**src/rtl/cssu_pkg.sv**
```systemverilog
// ----------------------------------------------------------------------------
// cssu_pkg
// Types, codes and constants shared by the converter start-up sequencer.
// ----------------------------------------------------------------------------
package cssu_pkg;

    localparam int TIME_BITS  = 32;
    localparam int NOW_BITS   = 32;
    localparam int CFG_IDX_W  = 3;
    localparam int CFG_DATA_W = 16;

    typedef logic [TIME_BITS-1:0] time_t;

    typedef enum logic [2:0] {
        ST_CAL    = 3'd0,
        ST_IDLE   = 3'd1,
        ST_WAIT   = 3'd2,
        ST_CLOSE  = 3'd3,
        ST_INRUSH = 3'd4,
        ST_RUN    = 3'd5,
        ST_FAULT  = 3'd6
    } seq_state_t;

    typedef enum logic [CFG_IDX_W-1:0] {
        CFG_GRID_PRESENT_LEVEL = 3'd0,
        CFG_FREQ_LOW_LIMIT     = 3'd1,
        CFG_FREQ_HIGH_LIMIT    = 3'd2,
        CFG_GRID_MIN_RMS       = 3'd3,
        CFG_BUS_OVERVOLT_LIMIT = 3'd4,
        CFG_INRUSH_DELAY_MS    = 3'd5
    } cfg_index_t;

    localparam logic [14:0] GRID_PRESENT_LEVEL_RST = 15'd3277;
    localparam logic [14:0] FREQ_LOW_LIMIT_RST     = 15'd11520;
    localparam logic [14:0] FREQ_HIGH_LIMIT_RST    = 15'd16640;
    localparam logic [13:0] GRID_MIN_RMS_RST       = 14'd900;
    localparam logic [13:0] BUS_OVERVOLT_LIMIT_RST = 14'd8000;
    localparam logic [15:0] INRUSH_DELAY_MS_RST    = 16'd100;

    typedef struct packed {
        logic [14:0] grid_present_level;
        logic [14:0] freq_low_limit;
        logic [14:0] freq_high_limit;
        logic [13:0] grid_min_rms;
        logic [13:0] bus_overvolt_limit;
        logic [15:0] inrush_delay_ms;
    } cfg_t;

    typedef struct packed {
        logic                calibration_done;
        logic signed [15:0]  grid_d_level;
        logic [14:0]         pll_freq;
        logic [13:0]         rms_phase_a;
        logic [13:0]         rms_phase_b;
        logic [13:0]         rms_phase_c;
        logic [13:0]         bus_volts;
        logic                overcurrent_seen;
        logic [NOW_BITS-1:0] now_ms;
    } meas_item_t;

    typedef struct packed {
        logic [2:0] seq_state;
        logic       phase_relay_on;
        logic       inrush_relay_on;
        logic       overcurrent_armed;
        logic       power_stage_go;
        logic       gate_pwm_off;
        logic       relays_connected;
        logic       fault_general;
        logic       fault_grid_undervolt;
        logic       fault_bus_overvolt;
    } status_item_t;

    typedef struct packed {
        seq_state_t st;
        time_t      start_time;
        logic       connect_mark;
        logic       phase_relay;
        logic       inrush_relay;
        logic       oc_armed;
        logic       power_go;
        logic       pwm_off;
        logic       flt_general;
        logic       flt_undervolt;
        logic       flt_overvolt;
    } seq_ctx_t;

endpackage

```
**src/rtl/cssu_if.sv**
```systemverilog
// ----------------------------------------------------------------------------
// cssu_if
// Valid/ready channels for measurement words and status words.
// ----------------------------------------------------------------------------
interface cssu_meas_if;
    import cssu_pkg::*;

    logic       valid;
    logic       ready;
    meas_item_t data;

    modport source (output valid, output data, input ready);
    modport sink (input valid, input data, output ready);
endinterface

interface cssu_status_if;
    import cssu_pkg::*;

    logic         valid;
    logic         ready;
    status_item_t data;

    modport source (output valid, output data, input ready);
    modport sink (input valid, input data, output ready);
endinterface

```
**src/rtl/cssu_cfg_regs.sv**
```systemverilog
// ----------------------------------------------------------------------------
// cssu_cfg_regs
// Limit and delay registers written through the plain write port.
// ----------------------------------------------------------------------------
module cssu_cfg_regs
    import cssu_pkg::*;
(
    input  logic                  clk,
    input  logic                  rst_n,
    input  logic                  cfg_we,
    input  logic [CFG_IDX_W-1:0]  cfg_idx,
    input  logic [CFG_DATA_W-1:0] cfg_wdata,
    output cfg_t                  cfg
);

    cfg_t cfg_reg;
    cfg_t cfg_next;

    always_comb
    begin
        cfg_next = cfg_reg;
        if (cfg_we)
        begin
            case (cfg_idx)
                CFG_GRID_PRESENT_LEVEL: cfg_next.grid_present_level = cfg_wdata[14:0];
                CFG_FREQ_LOW_LIMIT:     cfg_next.freq_low_limit     = cfg_wdata[14:0];
                CFG_FREQ_HIGH_LIMIT:    cfg_next.freq_high_limit    = cfg_wdata[14:0];
                CFG_GRID_MIN_RMS:       cfg_next.grid_min_rms       = cfg_wdata[13:0];
                CFG_BUS_OVERVOLT_LIMIT: cfg_next.bus_overvolt_limit = cfg_wdata[13:0];
                CFG_INRUSH_DELAY_MS:    cfg_next.inrush_delay_ms    = cfg_wdata[15:0];
                default:                cfg_next = cfg_reg;
            endcase
        end
    end

    always_ff @(posedge clk or negedge rst_n)
    begin
        if (!rst_n)
        begin
            cfg_reg.grid_present_level <= GRID_PRESENT_LEVEL_RST;
            cfg_reg.freq_low_limit     <= FREQ_LOW_LIMIT_RST;
            cfg_reg.freq_high_limit    <= FREQ_HIGH_LIMIT_RST;
            cfg_reg.grid_min_rms       <= GRID_MIN_RMS_RST;
            cfg_reg.bus_overvolt_limit <= BUS_OVERVOLT_LIMIT_RST;
            cfg_reg.inrush_delay_ms    <= INRUSH_DELAY_MS_RST;
        end
        else
        begin
            cfg_reg <= cfg_next;
        end
    end

    assign cfg = cfg_reg;

endmodule

```
**src/rtl/cssu_step.sv**
```systemverilog
// ----------------------------------------------------------------------------
// cssu_step
// Next-state logic of the sequence for one measurement word.
// ----------------------------------------------------------------------------
module cssu_step
    import cssu_pkg::*;
(
    input  cfg_t       cfg,
    input  seq_ctx_t   ctx,
    input  meas_item_t meas,
    output seq_ctx_t   ctx_next
);

    time_t              now_t;
    time_t              elapsed;
    logic [TIME_BITS:0] elapsed_x;
    logic [TIME_BITS:0] delay_x;
    logic [TIME_BITS:0] delay2_x;
    logic               grid_seen;
    logic               freq_bad;
    logic               undervolt;
    logic               overvolt;

    always_comb
    begin
        now_t     = TIME_BITS'(meas.now_ms);
        elapsed   = now_t - ctx.start_time;
        elapsed_x = (TIME_BITS + 1)'(elapsed);
        delay_x   = (TIME_BITS + 1)'(cfg.inrush_delay_ms);
        delay2_x  = (TIME_BITS + 1)'({cfg.inrush_delay_ms, 1'b0});
        grid_seen = meas.grid_d_level > $signed({1'b0, cfg.grid_present_level});
        freq_bad  = (meas.pll_freq > cfg.freq_high_limit) ||
                    (meas.pll_freq < cfg.freq_low_limit);
        undervolt = (meas.rms_phase_a < cfg.grid_min_rms) ||
                    (meas.rms_phase_b < cfg.grid_min_rms) ||
                    (meas.rms_phase_c < cfg.grid_min_rms);
        overvolt  = meas.bus_volts > cfg.bus_overvolt_limit;

        ctx_next = ctx;
        case (ctx.st)
            ST_CAL:
            begin
                if (meas.calibration_done)
                begin
                    ctx_next.st = ST_IDLE;
                end
            end
            ST_IDLE:
            begin
                ctx_next.st = ST_WAIT;
            end
            ST_WAIT:
            begin
                if (grid_seen)
                begin
                    if (freq_bad)
                    begin
                        ctx_next.flt_general = 1'b1;
                        ctx_next.st          = ST_FAULT;
                    end
                    else
                    begin
                        ctx_next.st = ST_CLOSE;
                    end
                end
            end
            ST_CLOSE:
            begin
                ctx_next.oc_armed     = 1'b0;
                ctx_next.phase_relay  = 1'b1;
                ctx_next.connect_mark = 1'b1;
                ctx_next.start_time   = now_t;
                ctx_next.st           = ST_INRUSH;
            end
            ST_INRUSH:
            begin
                if (ctx.connect_mark && (elapsed_x > delay_x))
                begin
                    ctx_next.inrush_relay = 1'b1;
                    if (elapsed_x > delay2_x)
                    begin
                        ctx_next.oc_armed = 1'b1;
                        if (meas.overcurrent_seen)
                        begin
                            ctx_next.st = ST_FAULT;
                        end
                        else
                        begin
                            ctx_next.power_go = 1'b1;
                            ctx_next.st       = ST_RUN;
                        end
                    end
                end
            end
            ST_RUN:
            begin
                if (undervolt)
                begin
                    ctx_next.flt_undervolt = 1'b1;
                end
                if (overvolt)
                begin
                    ctx_next.flt_overvolt = 1'b1;
                end
                if (freq_bad)
                begin
                    ctx_next.flt_general = 1'b1;
                end
                if (undervolt || overvolt || freq_bad)
                begin
                    ctx_next.st = ST_FAULT;
                end
            end
            default:
            begin
                ctx_next.st           = ST_FAULT;
                ctx_next.connect_mark = 1'b0;
                ctx_next.pwm_off      = 1'b1;
                ctx_next.phase_relay  = 1'b0;
                ctx_next.inrush_relay = 1'b0;
            end
        endcase
    end

endmodule

```
**src/rtl/converter_startup_sequencer_unit.sv**
```systemverilog
// ----------------------------------------------------------------------------
// converter_startup_sequencer_unit
// An accepted measurement word passes the input register and then the status register.
// Throughput: 1 word per cycle while the status channel is not stalled, set by the
// combinational next-state step between the input register and the status register.
// Reset: sequence in calibrate, overcurrent armed, relays open, faults clear,
// limits at their default values; no words held.
// ----------------------------------------------------------------------------
module converter_startup_sequencer_unit
    import cssu_pkg::*;
(
    input  logic                  clk,
    input  logic                  rst_n,
    input  logic                  cfg_we,
    input  logic [CFG_IDX_W-1:0]  cfg_idx,
    input  logic [CFG_DATA_W-1:0] cfg_wdata,
    cssu_meas_if.sink             meas,
    cssu_status_if.source         status
);

    cfg_t         cfg;
    seq_ctx_t     ctx_reg;
    seq_ctx_t     ctx_next;
    logic         in_valid_reg;
    logic         in_valid_next;
    meas_item_t   in_data_reg;
    logic         out_valid_reg;
    logic         out_valid_next;
    status_item_t out_data_reg;
    status_item_t out_data_next;
    logic         advance;
    logic         meas_take;

    cssu_cfg_regs u_cfg_regs (
        .clk       (clk),
        .rst_n     (rst_n),
        .cfg_we    (cfg_we),
        .cfg_idx   (cfg_idx),
        .cfg_wdata (cfg_wdata),
        .cfg       (cfg)
    );

    cssu_step u_step (
        .cfg      (cfg),
        .ctx      (ctx_reg),
        .meas     (in_data_reg),
        .ctx_next (ctx_next)
    );

    always_comb
    begin
        advance   = in_valid_reg && (!out_valid_reg || status.ready);
        meas_take = meas.valid && meas.ready;

        in_valid_next = in_valid_reg;
        if (meas_take)
        begin
            in_valid_next = 1'b1;
        end
        else if (advance)
        begin
            in_valid_next = 1'b0;
        end

        out_valid_next = out_valid_reg;
        if (advance)
        begin
            out_valid_next = 1'b1;
        end
        else if (status.ready)
        begin
            out_valid_next = 1'b0;
        end

        out_data_next.seq_state            = ctx_next.st;
        out_data_next.phase_relay_on       = ctx_next.phase_relay;
        out_data_next.inrush_relay_on      = ctx_next.inrush_relay;
        out_data_next.overcurrent_armed    = ctx_next.oc_armed;
        out_data_next.power_stage_go       = ctx_next.power_go;
        out_data_next.gate_pwm_off         = ctx_next.pwm_off;
        out_data_next.relays_connected     = ctx_next.connect_mark;
        out_data_next.fault_general        = ctx_next.flt_general;
        out_data_next.fault_grid_undervolt = ctx_next.flt_undervolt;
        out_data_next.fault_bus_overvolt   = ctx_next.flt_overvolt;
    end

    assign meas.ready   = !in_valid_reg || advance;
    assign status.valid = out_valid_reg;
    assign status.data  = out_data_reg;

    always_ff @(posedge clk or negedge rst_n)
    begin
        if (!rst_n)
        begin
            in_valid_reg          <= 1'b0;
            out_valid_reg         <= 1'b0;
            ctx_reg.st            <= ST_CAL;
            ctx_reg.start_time    <= '0;
            ctx_reg.connect_mark  <= 1'b0;
            ctx_reg.phase_relay   <= 1'b0;
            ctx_reg.inrush_relay  <= 1'b0;
            ctx_reg.oc_armed      <= 1'b1;
            ctx_reg.power_go      <= 1'b0;
            ctx_reg.pwm_off       <= 1'b0;
            ctx_reg.flt_general   <= 1'b0;
            ctx_reg.flt_undervolt <= 1'b0;
            ctx_reg.flt_overvolt  <= 1'b0;
        end
        else
        begin
            in_valid_reg  <= in_valid_next;
            out_valid_reg <= out_valid_next;
            if (advance)
            begin
                ctx_reg <= ctx_next;
            end
        end
    end

    always_ff @(posedge clk)
    begin
        if (meas_take)
        begin
            in_data_reg <= meas.data;
        end
        if (advance)
        begin
            out_data_reg <= out_data_next;
        end
    end

endmodule

```
**src/flat_wrapper.sv**
```systemverilog
// flat-port wrapper written by rule: the top's interface ports become plain ports
module converter_startup_sequencer_unit_flat import cssu_pkg::*;
  (clk, rst_n, cfg_we, cfg_idx, cfg_wdata, meas_valid, meas_data, meas_ready, status_valid, status_data, status_ready);
  cssu_meas_if meas_i ();
  cssu_status_if status_i ();
  input  logic clk;
  input  logic rst_n;
  input  logic cfg_we;
  input  logic [CFG_IDX_W-1:0] cfg_idx;
  input  logic [CFG_DATA_W-1:0] cfg_wdata;
  input wire logic [$bits(meas_i.valid)-1:0] meas_valid;
  input wire logic [$bits(meas_i.data)-1:0] meas_data;
  output wire logic [$bits(meas_i.ready)-1:0] meas_ready;
  output wire logic [$bits(status_i.valid)-1:0] status_valid;
  output wire logic [$bits(status_i.data)-1:0] status_data;
  input wire logic [$bits(status_i.ready)-1:0] status_ready;
  assign meas_i.valid = meas_valid;
  assign meas_i.data = meas_data;
  assign meas_ready = meas_i.ready;
  assign status_valid = status_i.valid;
  assign status_data = status_i.data;
  assign status_i.ready = status_ready;
  converter_startup_sequencer_unit u_core (.clk(clk), .rst_n(rst_n), .cfg_we(cfg_we), .cfg_idx(cfg_idx), .cfg_wdata(cfg_wdata), .meas(meas_i), .status(status_i));
endmodule
```
**config.mk**
```make
export PLATFORM = sky130hd
export DESIGN_NAME = converter_startup_sequencer_unit_flat
export DESIGN_NICKNAME = d
export VERILOG_FILES = /design/src/rtl/cssu_pkg.sv /design/src/rtl/cssu_if.sv /design/src/rtl/cssu_cfg_regs.sv /design/src/rtl/cssu_step.sv /design/src/rtl/converter_startup_sequencer_unit.sv /design/src/flat_wrapper.sv
export SDC_FILE = /design/constraint.sdc
export NUM_CORES = 1
export LEC_CHECK = 0
export BUFFER_PORTS_ARGS = -buffer_cell sky130_fd_sc_hd__buf_2
export CORE_UTILIZATION = 45
export CTS_BUF_LIST = sky130_fd_sc_hd__clkbuf_16
export CTS_CLUSTER_SIZE = 10
export DETAILED_ROUTE_END_ITERATION = 8
export HOLD_SLACK_MARGIN = 0.12
export PLACE_DENSITY = 0.62
export SYNTH_ARGS = -nofsm -noshare
export SYNTH_HDL_FRONTEND = slang
export SYNTH_HIERARCHICAL = 1
export SYNTH_SLANG_ARGS = --single-unit
```
**constraint.sdc**
```tcl
create_clock -name clk -period 5.4 [get_ports clk]
set_input_delay 0.27 -clock clk [delete_from_list [all_inputs] [get_ports clk]]
set_output_delay 0.27 -clock clk [all_outputs]
set_load 0.005 [all_outputs]
```
# Yosys cells after proc, flatten, opt, wreduce, memory -nomap -nowiden
# Index checks and enable logic that the tools add are counted.
dict set report totals {
  word_cells 110
  output_inout_bits 14
  reg_bits 268
}
dict set report classes {
  reduce_logical 26
  n_eq_ne 10
  magnitude_cmp 9
  addsub 1
  n_mux 26
}
# op count
set op_table {}
lappend op_table {{14-bit less-than comparator} 3}
lappend op_table {{32-bit by 16-bit > comparator with 1-bit output} 1}
lappend op_table {{32-bit by 17-bit > comparator with 1-bit output} 1}
lappend op_table {{32-bit subtractor} 1}
lappend op_table {{3-bit two-way mux} 7}
lappend op_table {{3-bit case mux with 6 select lines} 1}
lappend op_table {{16-bit > comparator} 1}
lappend op_table {{15-bit > comparator} 1}
lappend op_table {{15-bit less-than comparator} 1}
lappend op_table {{14-bit > comparator} 1}
lappend op_table {{2-bit AND reduction} 7}
lappend op_table {{3-bit by 2-bit == test with 1-bit output (second input constant)} 4}
lappend op_table {{3-bit == test (second input constant)} 4}
lappend op_table {{1-bit two-way mux} 11}
lappend op_table {{5-bit OR reduction} 2}
lappend op_table {{1-bit logical OR} 7}
lappend op_table {{3-bit by 1-bit == test with 1-bit output (second input constant)} 2}
lappend op_table {{3-bit zero test} 2}
lappend op_table {{2-bit two-way mux} 3}
lappend op_table {{1-bit case mux with 2 select lines} 3}
lappend op_table {{6-bit OR reduction} 1}
lappend op_table {{2-bit case mux with 2 select lines} 1}
lappend op_table {{2-bit nonzero test} 2}
lappend op_table {{1-bit logical AND} 3}
lappend op_table {{1-bit zero test} 2}

# Longest topological paths before layout
dict set report depth {
  word_depth 7
  ltp_mapped 19
  mapped_depth_nobuf 19
}

# Modules after synthesis
# The synthesis kept the hierarchy.
# module n_inst area_each_um2 cells_per_inst
set by_module_without_submodules {}
lappend by_module_without_submodules {cssu_step 1 6172.2 861}
lappend by_module_without_submodules {converter_startup_sequencer_unit 1 5888.1 234}
lappend by_module_without_submodules {cssu_cfg_regs 1 3430.8 193}

# Least setup slack after synthesis
# Ideal clock, no wire load.
dict set report synth_timing {
  path_kind {reg2reg}
  startpoint {register u_core/ctx_reg[10] (netlist bit)}
  endpoint {register u_core/ctx_reg[41] (netlist bit)}
  arrival_ns 3.946
  required_time_ns 5.275
  path_buffers 0
  period_less_slack_ns 4.071
  setup_time_ns 0.125
  stages_incl_launch_ff 19
  setup_slack_ns 1.329
  path_cell_list {dfrtp_1 -> inv_1 -> ha_1 -> nor2b_1 -> o2111ai_1 -> a21oi_1 -> o21ai_0 -> nor2b_1 -> xnor2_1 -> ha_1 -> a21o_1 -> a21o_1 -> a21oi_1 -> o211ai_1 -> a22oi_1 -> o211ai_1 -> or4_4 -> a311o_1 -> mux2_4}
}
# item line_no
set synth_rtl {}
lappend synth_rtl {{start: declaration} converter_startup_sequencer_unit.sv:22} ;# seq_ctx_t ctx_reg;
lappend synth_rtl {{start signal: assignment} converter_startup_sequencer_unit.sv:115} ;# ctx_reg <= ctx_next;

==> impl_metrics.json <==
{
  "cp-start-kind": "flop",
  "drt_wl_total_um": 36600,
  "critPathMaxFanout": 5,
  "synth_seq_area_share_pct": 47.8,
  "yosys_register_bits": 268,
  "vias": 10946,
  "max_slew_margin_pct": 27.6,
  "async_reset_ff_share_pct": 50.4,
  "final_cell_mix": "162 x inv_1, 160 x ha_1, 157 x buf_2",
  "synth.distinct_cells": 86,
  "status": "completed",
  "cts_resized": 0,
  "power_density_nw_per_um2": 410,
  "dp_hpwl_um": 26100,
  "worstHoldPathType": "input pin to asynchronous set/reset pin",
  "netlist_area_um2": 15500,
  "cts_sinks": 268,
  "timing.setup.tns_ns": 0,
  "finalMaxSlewViolations": 0,
  "finalHoldViolCount": 0,
  "synthesis.area_per_instance_um2": 12.0,
  "grt_max_degree": 68,
  "period_needed_ns": 4.74,
  "drv_cap": 0,
  "fin_skew_ns": 0.0111,
  "routabilityCongestion": 0.907,
  "tightest_slew_ns": 1.08,
  "areaGrowthSynthToFinish_pct": 22.3,
  "initialDrtViolationCount": 538,
  "io_buffer_count": 158,
  "setup_violations": 0,
  "worstSkewPairLatency_ns": 0.52,
  "ys.flop_type": "edfxtp_1",
  "place_inst": 1870,
  "cpPeakStageDelay_ns": 0.46,
  "final_common_cell": "inv_1",
  "max_freq_mhz": 211,
  "cts_buffers": 34,
  "route.detailed.drc": 0,
  "startpoint": "u_core/ctx_reg[10]",
  "pre_cts_slack_ns": 0.722,
  "grt_pass1_vias": 11456,
  "synthCells": 1288,
  "die-area_um2": 35200,
  "final_nets": 1892,
  "die_height_um": 188,
  "design_area_um2": 18900,
  "cpMaxStageDelayCell": "or4_4",
  "start_util_pct": 46.0,
  "worst-path-buf-inv": 1,
  "leakage_nw": 8.54,
  "period_share_pct": 87.7,
  "dr.pass1.iters": 5,
  "crit_type": "flop to flop",
  "cts_tree": "built",
  "syn_nets": 1594,
  "arrival_ns": 5.14,
  "dieWidth_um": 188,
  "ys_warn_count": 6,
  "cts_root_buffer": "clkbuf_16",
  "hold_ws_ns": 0.137,
  "wl_per_cell_um": 17.8,
  "ant_nets": 0,
  "setup_ws_ns": 0.663,
  "fin_cells": 2060,
  "grt-ovfl-total": 0,
  "synth-edff-count": 133,
  "largest_reg_flops": 121,
  "max-vdd-ir-drop_mv": 0.232,
  "ioPinCount": 159,
  "clk_pin_slew_worst_paths_ns": 0.05,
  "r2r-start": "u_core/ctx_reg[10]",
  "crit_family": "compound AO/OA/AOI/OAI gates",
  "crit_required_ns": 5.80,
  "track_usage_pct": 21.4,
  "endpoint_kind": "flop",
  "antenna_found_initial": 1,
  "clk_path_buf_depth": 3,
  "cts_htree_levels": 2,
  "grt_pass1_wl_um": 59800,
  "vias_per_cell": 5.31,
  "coreArea_um2": 33700,
  "drive_above_1_share_pct": 26.6,
  "cp_cell_sequence": "inv_1 -> ha_1 -> nor2b_1 -> o2111ai_1 -> a21oi_1 -> o21ai_0 -> nor2b_1 -> xnor2_1 -> ha_1 -> a21o_1 -> a21o_1 -> a21oi_1 -> o211ai_1 -> a22oi_1 -> o211ai_1 -> or4_4 -> a311o_1 -> mux2_4",
  "placed_area_um2": 16700,
  "row_count": 67,
  "rsz0062_at_grt": "no"
}
[worst register-to-register path, stage by stage, from the launching register on]
cell and delay, ns:
dfrtp_1 0.41, inv_1 0.06, ha_1 0.28, nor2b_1 0.14
o2111ai_1 0.35, a21oi_1 0.22, o21ai_0 0.36, nor2b_1 0.21
xnor2_1 0.19, ha_1 0.30, a21o_1 0.17, a21o_1 0.17
a21oi_1 0.13, o211ai_1 0.12, a22oi_1 0.28, o211ai_1 0.14
or4_4 0.46, a311o_1 0.35, mux2_4 0.27
[routing by layer]
| metal | share of wire (%) | wire length (µm) | global-route usage [%] |
|---|---|---|---|
| met3 | 4.2 | 1530 | 3.37 |
| met5 | 0 | 0 | 0 |
| met1 | 45 | 16500 | 27.6 |
| met2 | 48 | 17700 | 37.0 |
| met4 | 2.6 | 969 | 6.57 |
[logic make-up (layout without fill, tap and decap cells)]
kind of cell,count (synthesis),in the layout,share of synthesized area (%)
compound gates,265,265,11.8
buf+inv,175,498,4.98
flops,268,268,47.8
simple gates,236,236,8.40
xor+xnor,16,16,0.905
mux,167,167,13.1
other cells,0,1,0
fa+ha+maj,161,161,13.1
[power by group]
part           switching [mW]  internal (mW)  leakage, nW
logic                    1.64           1.37         5.10
clock network           0.863           1.15        0.546
registers               0.202           2.54         2.89
total                    2.71           5.06         8.54
[layout make-up]
cell class | instances | area (µm²)
fillers | 2902 | 14800
flip-flops and latches | 268 | 7410
multi-input cells | 845 | 7320
repair buffers | 292 | 2120
clock buffers | 34 | 851
well taps | 448 | 561
inverters | 145 | 544
clock inverters | 27 | 133
diodes | 1 | 2.50
[synth_stat cells, types with 4 or more instances]
library cell / n / area [µm²]
ha_1: 160 / 2000
inv_1: 145 / 544
edfxtp_1: 133 / 3990
mux2_2: 124 / 1400
dfrtp_1: 108 / 2700
a21oi_1: 56 / 280
nor2_1: 52 / 195
nand2_1: 46 / 173
a21o_1: 43 / 323
mux2_4: 39 / 586
o21ai_0: 35 / 175
dfstp_2: 27 / 709
nand4_1: 25 / 156
nand3_1: 19 / 95.1
nor3_1: 18 / 90.1
a211oi_1: 14 / 105
o21a_1: 14 / 105
nand2b_1: 13 / 81.3
nor2b_1: 13 / 81.3
o211ai_1: 13 / 97.6
buf_6: 11 / 124
o21ai_1: 11 / 55.1
a21oi_2: 10 / 87.6
buf_2: 10 / 50.1
xnor2_1: 10 / 87.6
a31oi_1: 8 / 50.1
o2111ai_1: 8 / 70.1
nor4_1: 6 / 37.5
o31ai_1: 6 / 45.0
xor2_1: 6 / 52.6
and2_1: 5 / 31.3
and3_1: 5 / 31.3
a211o_1: 4 / 35.0
a221oi_1: 4 / 35.0
clkbuf_1: 4 / 15.0
mux2i_1: 4 / 40.0
o21bai_1: 4 / 30.0
[worst paths after layout]
path / endpoint / slack, ns / depth (start not counted)
worst max-delay path: u_core/ctx_reg[41] / 0.66 / 18
worst max register to register: u_core/ctx_reg[41] / 0.66 / 18
max in group asynchronous: u_core/u_cfg_regs/cfg[55] / 4.19 / 3
worst min register to register: u_core/ctx_reg[2] / 0.50 / 1
worst min-delay path: u_core/ctx_reg[27] / 0.14 / 2
min in group clk: u_core/u_cfg_regs/cfg[87] / 0.16 / 2
[stage by stage]
| step | power (mW) | util (%) |
|---|---|---|
| after CTS | 7.83 | 56.2 |
| final | 7.76 | 56.2 |
| after global routing | 8.33 | 56.2 |
| after floorplan | 4.95 | - |
| after detailed placement | 5.69 | 49.5 |
| after global placement | 5.64 | 49.5 |
[timing repair]
action	4_1_cts	5_1_grt
hold endpoints to repair	238	0
hold buffers	128	0
setup endpoints to repair	0	0
setup buffers	0	0
No activity file was read; power rests on OpenSTA's default activity.
